$ cat src/assert_macros.svh
// Assertion helpers, clocked on clk_i and disabled while rst_ni is low.
`ifndef ASSERT_MACROS_SVH
`define ASSERT_MACROS_SVH

// Same-cycle implication.
`define ASSERT_IMPLY(lbl, ante, cons) \
  lbl: assert property (@(posedge clk_i) disable iff (!rst_ni) (ante) |-> (cons)) \
    else $error("assertion failed");

// Next-cycle implication.
`define ASSERT_NEXT(lbl, ante, cons) \
  lbl: assert property (@(posedge clk_i) disable iff (!rst_ni) (ante) |=> (cons)) \
    else $error("assertion failed");

`endif

$ cat src/apt_pkg.sv
package apt_pkg;

  localparam int FRAC_BITS   = 16;
  localparam int COORD_WIDTH = 32;
  localparam int FIELD_W     = 32;
  localparam int COEF_W      = 32;
  localparam int CW          = (COORD_WIDTH > FIELD_W) ? FIELD_W : COORD_WIDTH;
  localparam int PROD_W      = COEF_W + CW;
  localparam int RND_W       = PROD_W - FRAC_BITS;
  localparam int SUM_W       = ((RND_W > COEF_W) ? RND_W : COEF_W) + 2;
  localparam int NUM_STAGES  = 4;
  localparam int REG_IDX_W   = 3;

  typedef enum logic [REG_IDX_W-1:0] {
    REG_COEF_A  = 3'd0,
    REG_COEF_B  = 3'd1,
    REG_COEF_C  = 3'd2,
    REG_COEF_D  = 3'd3,
    REG_TRANS_E = 3'd4,
    REG_TRANS_F = 3'd5
  } cfg_reg_e;

  localparam logic signed [COEF_W-1:0] UNITY = COEF_W'(1) << FRAC_BITS;
  localparam logic signed [PROD_W-1:0] ROUND_HALF = PROD_W'(1) << (FRAC_BITS - 1);

  localparam logic signed [CW-1:0] COORD_MAX = {1'b0, {(CW-1){1'b1}}};
  localparam logic signed [CW-1:0] COORD_MIN = ~COORD_MAX;

  localparam logic signed [SUM_W-1:0] SAT_HI = SUM_W'(COORD_MAX);
  localparam logic signed [SUM_W-1:0] SAT_LO = SUM_W'(COORD_MIN);

  localparam logic signed [FIELD_W-1:0] OUT_MAX = FIELD_W'(COORD_MAX);
  localparam logic signed [FIELD_W-1:0] OUT_MIN = FIELD_W'(COORD_MIN);

  typedef struct packed {
    logic signed [COEF_W-1:0] a;
    logic signed [COEF_W-1:0] b;
    logic signed [COEF_W-1:0] c;
    logic signed [COEF_W-1:0] d;
    logic signed [COEF_W-1:0] e;
    logic signed [COEF_W-1:0] f;
  } coef_t;

  // stage load enables, one per pipeline register rank
  typedef struct packed {
    logic mul;
    logic rnd;
    logic add;
    logic sat;
  } pipe_en_t;

endpackage

$ cat src/apt_if.sv


interface apt_cfg_if import apt_pkg::*; ();
  logic                      valid;
  logic                      ready;
  logic [REG_IDX_W-1:0]      index;
  logic [COEF_W-1:0]         data;

  modport source (output valid, index, data, input ready);
  modport sink   (input valid, index, data, output ready);
endinterface

$ cat src/apt_cfg.sv
module apt_cfg import apt_pkg::*; (
  input  logic       clk_i,
  input  logic       rst_ni,
  apt_cfg_if.sink    cfg_i,
  output coef_t      coef_o
);

  coef_t coef_q;
  coef_t coef_d;

  assign cfg_i.ready = 1'b1;

  always_comb begin
    coef_d = coef_q;
    if (cfg_i.valid) begin
      case (cfg_reg_e'(cfg_i.index))
        REG_COEF_A:  coef_d.a = cfg_i.data;
        REG_COEF_B:  coef_d.b = cfg_i.data;
        REG_COEF_C:  coef_d.c = cfg_i.data;
        REG_COEF_D:  coef_d.d = cfg_i.data;
        REG_TRANS_E: coef_d.e = cfg_i.data;
        REG_TRANS_F: coef_d.f = cfg_i.data;
        default:     coef_d = coef_q;
      endcase
    end
  end

  always_ff @(posedge clk_i or negedge rst_ni) begin
    if (!rst_ni) begin
      coef_q.a <= UNITY;
      coef_q.b <= '0;
      coef_q.c <= '0;
      coef_q.d <= UNITY;
      coef_q.e <= '0;
      coef_q.f <= '0;
    end else begin
      coef_q <= coef_d;
    end
  end

  assign coef_o = coef_q;

endmodule

$ cat src/flat_wrapper.sv
// flat-port wrapper written by rule: the top's interface ports become plain ports
module apt_cfg_flat import apt_pkg::*;
  (clk_i, rst_ni, coef_o, cfg_i_valid, cfg_i_index, cfg_i_data, cfg_i_ready);
  apt_cfg_if cfg_i_i ();
  input  logic clk_i;
  input  logic rst_ni;
  output coef_t coef_o;
  input wire logic [$bits(cfg_i_i.valid)-1:0] cfg_i_valid;
  input wire logic [$bits(cfg_i_i.index)-1:0] cfg_i_index;
  input wire logic [$bits(cfg_i_i.data)-1:0] cfg_i_data;
  output wire logic [$bits(cfg_i_i.ready)-1:0] cfg_i_ready;
  assign cfg_i_i.valid = cfg_i_valid;
  assign cfg_i_i.index = cfg_i_index;
  assign cfg_i_i.data = cfg_i_data;
  assign cfg_i_ready = cfg_i_i.ready;
  apt_cfg u_core (.clk_i(clk_i), .rst_ni(rst_ni), .cfg_i(cfg_i_i), .coef_o(coef_o));
endmodule
$ cat config.mk
export PLATFORM = sky130hd
export DESIGN_NAME = apt_cfg_flat
export DESIGN_NICKNAME = d
export VERILOG_FILES = /design/src/assert_macros.svh /design/src/apt_pkg.sv /design/src/apt_if.sv /design/src/apt_cfg.sv /design/src/flat_wrapper.sv
export SDC_FILE = /design/constraint.sdc
export NUM_CORES = 1
export LEC_CHECK = 0
export BUFFER_PORTS_ARGS = -buffer_cell sky130_fd_sc_hd__buf_2
export CAP_MARGIN = 30
export CORE_MARGIN = 5
export CORE_UTILIZATION = 51
export DETAILED_ROUTE_END_ITERATION = 12
export PLACE_DENSITY = 0.8
export SYNTH_ARGS = -nofsm -noshare
export SYNTH_HDL_FRONTEND = slang
export SYNTH_SLANG_ARGS = --single-unit
$ cat constraint.sdc
create_clock -name clk_i -period 1 [get_ports clk_i]
set_clock_uncertainty 0.1 [all_clocks]
set_input_delay 0.05 -clock clk_i [delete_from_list [all_inputs] [get_ports clk_i]]
set_output_delay 0.05 -clock clk_i [all_outputs]
set_load 0.05 [all_outputs]
Yosys cells after proc, flatten, opt, wreduce, memory -nomap -nowiden:

Index checks and enable logic that the tools add are counted.

* $add $sub $neg: 0
* multipliers: 0
* div/mod/pow operators: 0
* magnitude comparators: 0
* equal/unequal tests: 5
* shift operators: 0
* mux-type cells: 0
* bitwise gates (word level): 0
* reductions and logical operators: 7

Operators by type and width (number)
* AND reduction 2 bit: 6
* == test 3 x 2 -> 1 bit, second input constant: 2
* == test 3 bit, second input constant: 2
* == test 3 x 1 -> 1 bit, second input constant: 1
* zero test 3 bit: 1

* register bits: 192
* bits in latches: 0
* RAM bits: 0
* ROM bits: 0
* output and inout bits: 193
* memories: 0

Depth between registers and ports, before layout:

* word-level depth: 2
* gate-level depth with buffers: 5
* gate-level depth less buffers: 2

Worst setup path after synthesis:

Ideal clock, no wire load.

* kind: input-to-reg
* start point: input port cfg_i_index[0]
* end point: register u_core.coef_q (netlist bit u_core.coef_o[161])
* setup time: 125 ps
* data arrival time: 1124 ps
* setup slack: -349 ps
* stages: 4
* path buffers: 2
* cell sequence: buf_2 -> nor4b_4 -> buf_6 -> mux2_2

* word-level cells in the longest chain between the ends: 2

Ends and longest elaborated chain
* start: declaration: RTL line flat_wrapper.sv:9 `input wire logic [$bits(cfg_i_i.index)-1:0] cfg_i_index;`
* zero test 3 bit: RTL line apt_cfg.sv:16 `case (cfg_reg_e'(cfg_i.index))`
* AND reduction 2 bit (no source line)
* end signal: assignment: RTL line apt_cfg.sv:37 `coef_q <= coef_d;`
* end: declaration: RTL line apt_cfg.sv:8 `coef_t coef_q;`

Every way passes these cells.
A chain may end at the register's enable or synchronous reset.

Final worst setup path:

* start point: register u_core.coef_q (netlist bit u_core.coef_o[176])
* end point: output port coef_o[176] in the netlist's numbering

RTL lines
* end: declaration: RTL line flat_wrapper.sv:7 `output coef_t coef_o;`

No word-level cell between the ends.

==> impl_metrics.ini <==
[run_status]
outcome = complete, but fails checks
violations = hold timing, setup timing

[sta]
hold_viol = 13
setup-violations-final = 259
rsz0062_at_grt = true
max_freq_ghz = 0.7734
hold_slack_ns = -0.02536
slew_viol_final = 0
min_period_ns = 1.293
fin_crit_sh = 1.293
setup_ws_ns = -0.2930

[yosys]
synthArstFlopShare = 1.000
syn_inst = 414
syn-mean-instance-area_sq_um = 17.57
synth_seq_area_share = 0.6609
ys_ff_latch = 192
synth.top_cell.area_share = 0.6537
ys.flop_type = dfrtp_1
synth-edff-count = 0
synth_area_leaders = dfrtp_1 (65%), mux2_2 (20%), mux2_1 (9.8%)
synth.net_count = 452
synth.most_common_cell = dfrtp_1
yosysTopAreaCell = dfrtp_1
yosys-top-cells-count = dfrtp_1 (190), mux2_2 (129), mux2_1 (63), buf_2 (7), buf_6 (7)
post_synth_instance_area_sq_um = 7273
yosysUniqueCellTypes = 13
yosysWarnings = 0

[detailed_routing]
drc = 0
wl_per_cell_um = 26.80
via_per_inst = 5.431
drtIter0Drc = 304
drt_pass1_iterations = 4
dr_total_vias = 5203
ant_nets = 0
drt-total-wl_mm = 25.67

[clock_network]
clock_sinks = 192
cts_buffer_depth = 2
ctsHoldBuffers = 33
cts_htree_levels = 4
worstSkewPairLatency_ns = 0.42
cts_buffers = 17
clk_pin_slew_ns = 0.07
cts_root_buf = clkbuf_16
cts_tree = done

[power_and_ir_drop]
sw_frac_of_total = 0.3972
p_sw_mw = 13.26
share_comb_of_total_power = 0.444
pwr-share-clk = 0.219
irDropWorstVdd_mv = 1.734
power_density_nw_per_um2 = 2746
power_frac_seq = 0.336
p_int_mw = 20.12
power_leakage_nw = 5.808

[floorplanning]
die_area_sq_um = 16750
die_x_um = 129.4
die_y_um = 129.4
rows = 43
initial_core_util = 0.5220
ioPinCount = 231
core-area_sq_um = 13930

[critical_path]
crit_path_top_delay_cell = dfstp_2
max_stage_delay_ns = 0.57
r2r-end = u_core.coef_o[106]
critical_path_class = flip-flop to primary output
r2r_cells = 2
r2r_start = u_core.coef_o[106]
worstPathArrival_ns = 1.14
crit_family = flip-flops
path_buf_inv = 1
cp-start-kind = flip-flop
crit_path_end_kind = primary output
r2r_slack_ns = -0.07
crit_chain = buf_8
crit_path_max_fanout = 2
required_ns = 0.85

[run]
maxCapViolations = 0

[final_layout]
drive_gt1_frac = 0.7044
largest_register_ffs = 192
n_antenna_cell = 0
fillCellCount = 505
nets = 803
area.growth.synth_to_final_pct = 67.18
fin_area_sq_um = 12160

[global_route]
globalRouteOverflowTotal = 0
antenna_found_initial = 0
grt_first_pass_wirelength_mm = 35.73
gr-usage-all-layers = 0.2884
grt_max_degree = 44
grt_pass1_vias = 5813

[placement]
postPlaceCellArea_sq_um = 9045
gp_congestion = 0.8091
io_buffer_count = 229
post-dp-hpwl_mm = 12.81

[worst_hold_path]
min_path_type = input port to asynchronous set/reset pin
[metal layers]
metal | track usage | vias up | share of wire
met5 | 0 | - | 0
met4 | 0.1210 | 0 | 0.034
met3 | 0.08986 | 79 | 0.091
met2 | 0.4957 | 307 | 0.52
met1 | 0.3365 | 2656 | 0.36
li1 | - | 2161 | -
[per-stage QoR]
step	setup WS (ns)	setup TNS [ns]	power (mW)	util	instances
global route	-0.3173	-36.24	34.35	0.8726	958
floorplan	-0.2592	-36.95	18.62	-	414
CTS	-0.3044	-31.94	32.20	0.8433	932
detailed placement	-0.4962	-72.50	21.50	0.6491	816
global placement	-0.4238	-66.11	21.23	0.6491	816
finish	-0.2930	-30.38	33.38	0.8726	958
[logic make-up (layout without fill, tap and decap cells)]
logic type	Yosys count	after routing	synth area share
buf+inv	23	387	0.03114
mux	192	192	0.2973
simple gates	6	6	0.01015
other cells	1	1	0.0005156
flops	192	192	0.6609
[cell usage in the layout, fill, tap and decap left out, drive strengths merged]
cell type and n:
nor4b 1, nor4bb 2, clkbuf 22, clkinv 3
nand4b 2, conb 1, inv 1, bufinv 4
dlygate4sd3 33, buf 319, clkinvlp 5, and4bb 1
dfstp 2, mux2 192, dfrtp 190
[worst max path at each step]
stage	to	from	cells after the start
2_1_floorplan	u_core.coef_o[161]	cfg_i_index[0]	4
3_3_place_gp	u_core.coef_o[32]	cfg_i_index[2]	4
3_5_place_dp	u_core.coef_o[106]	cfg_i_index[1]	4
4_1_cts	coef_o[176]	u_core.coef_o[176]	1
5_1_grt	coef_o[176]	u_core.coef_o[176]	1
6_report	coef_o[176]	u_core.coef_o[176]	1
[cell type report]
class	instances	area, sq um	area share
clock inverters	13	185.2	0.01523
clock buffers	19	452.9	0.03725
multi-input cells	199	2645	0.2175
repair buffers	355	3797	0.3123
flip-flops and latches	192	4853	0.3992
well taps	180	225.2	0.01852
[repair_timing]
item                                    CTS  global route
pin swaps                                 2             3
endpoints found under the setup margin  211           269
setup buffers                            49            38
gates cloned                              2             1
resized for setup                       413            65
endpoints found under the hold margin   384            13
[power groups by stage]
| stage | clock network, mW | logic, mW | registers, mW |
|---|---|---|---|
| 2_1_floorplan | 0 | 1.98 | 16.6 |
| 3_3_place_gp | 0 | 10.7 | 10.5 |
| 3_5_place_dp | 0 | 10.8 | 10.7 |
| 4_1_cts | 7.35 | 13.9 | 10.9 |
| 5_1_grt | 7.73 | 15.3 | 11.4 |
| 6_report | 7.33 | 14.8 | 11.2 |
Power figures use the tool's default switching activity.
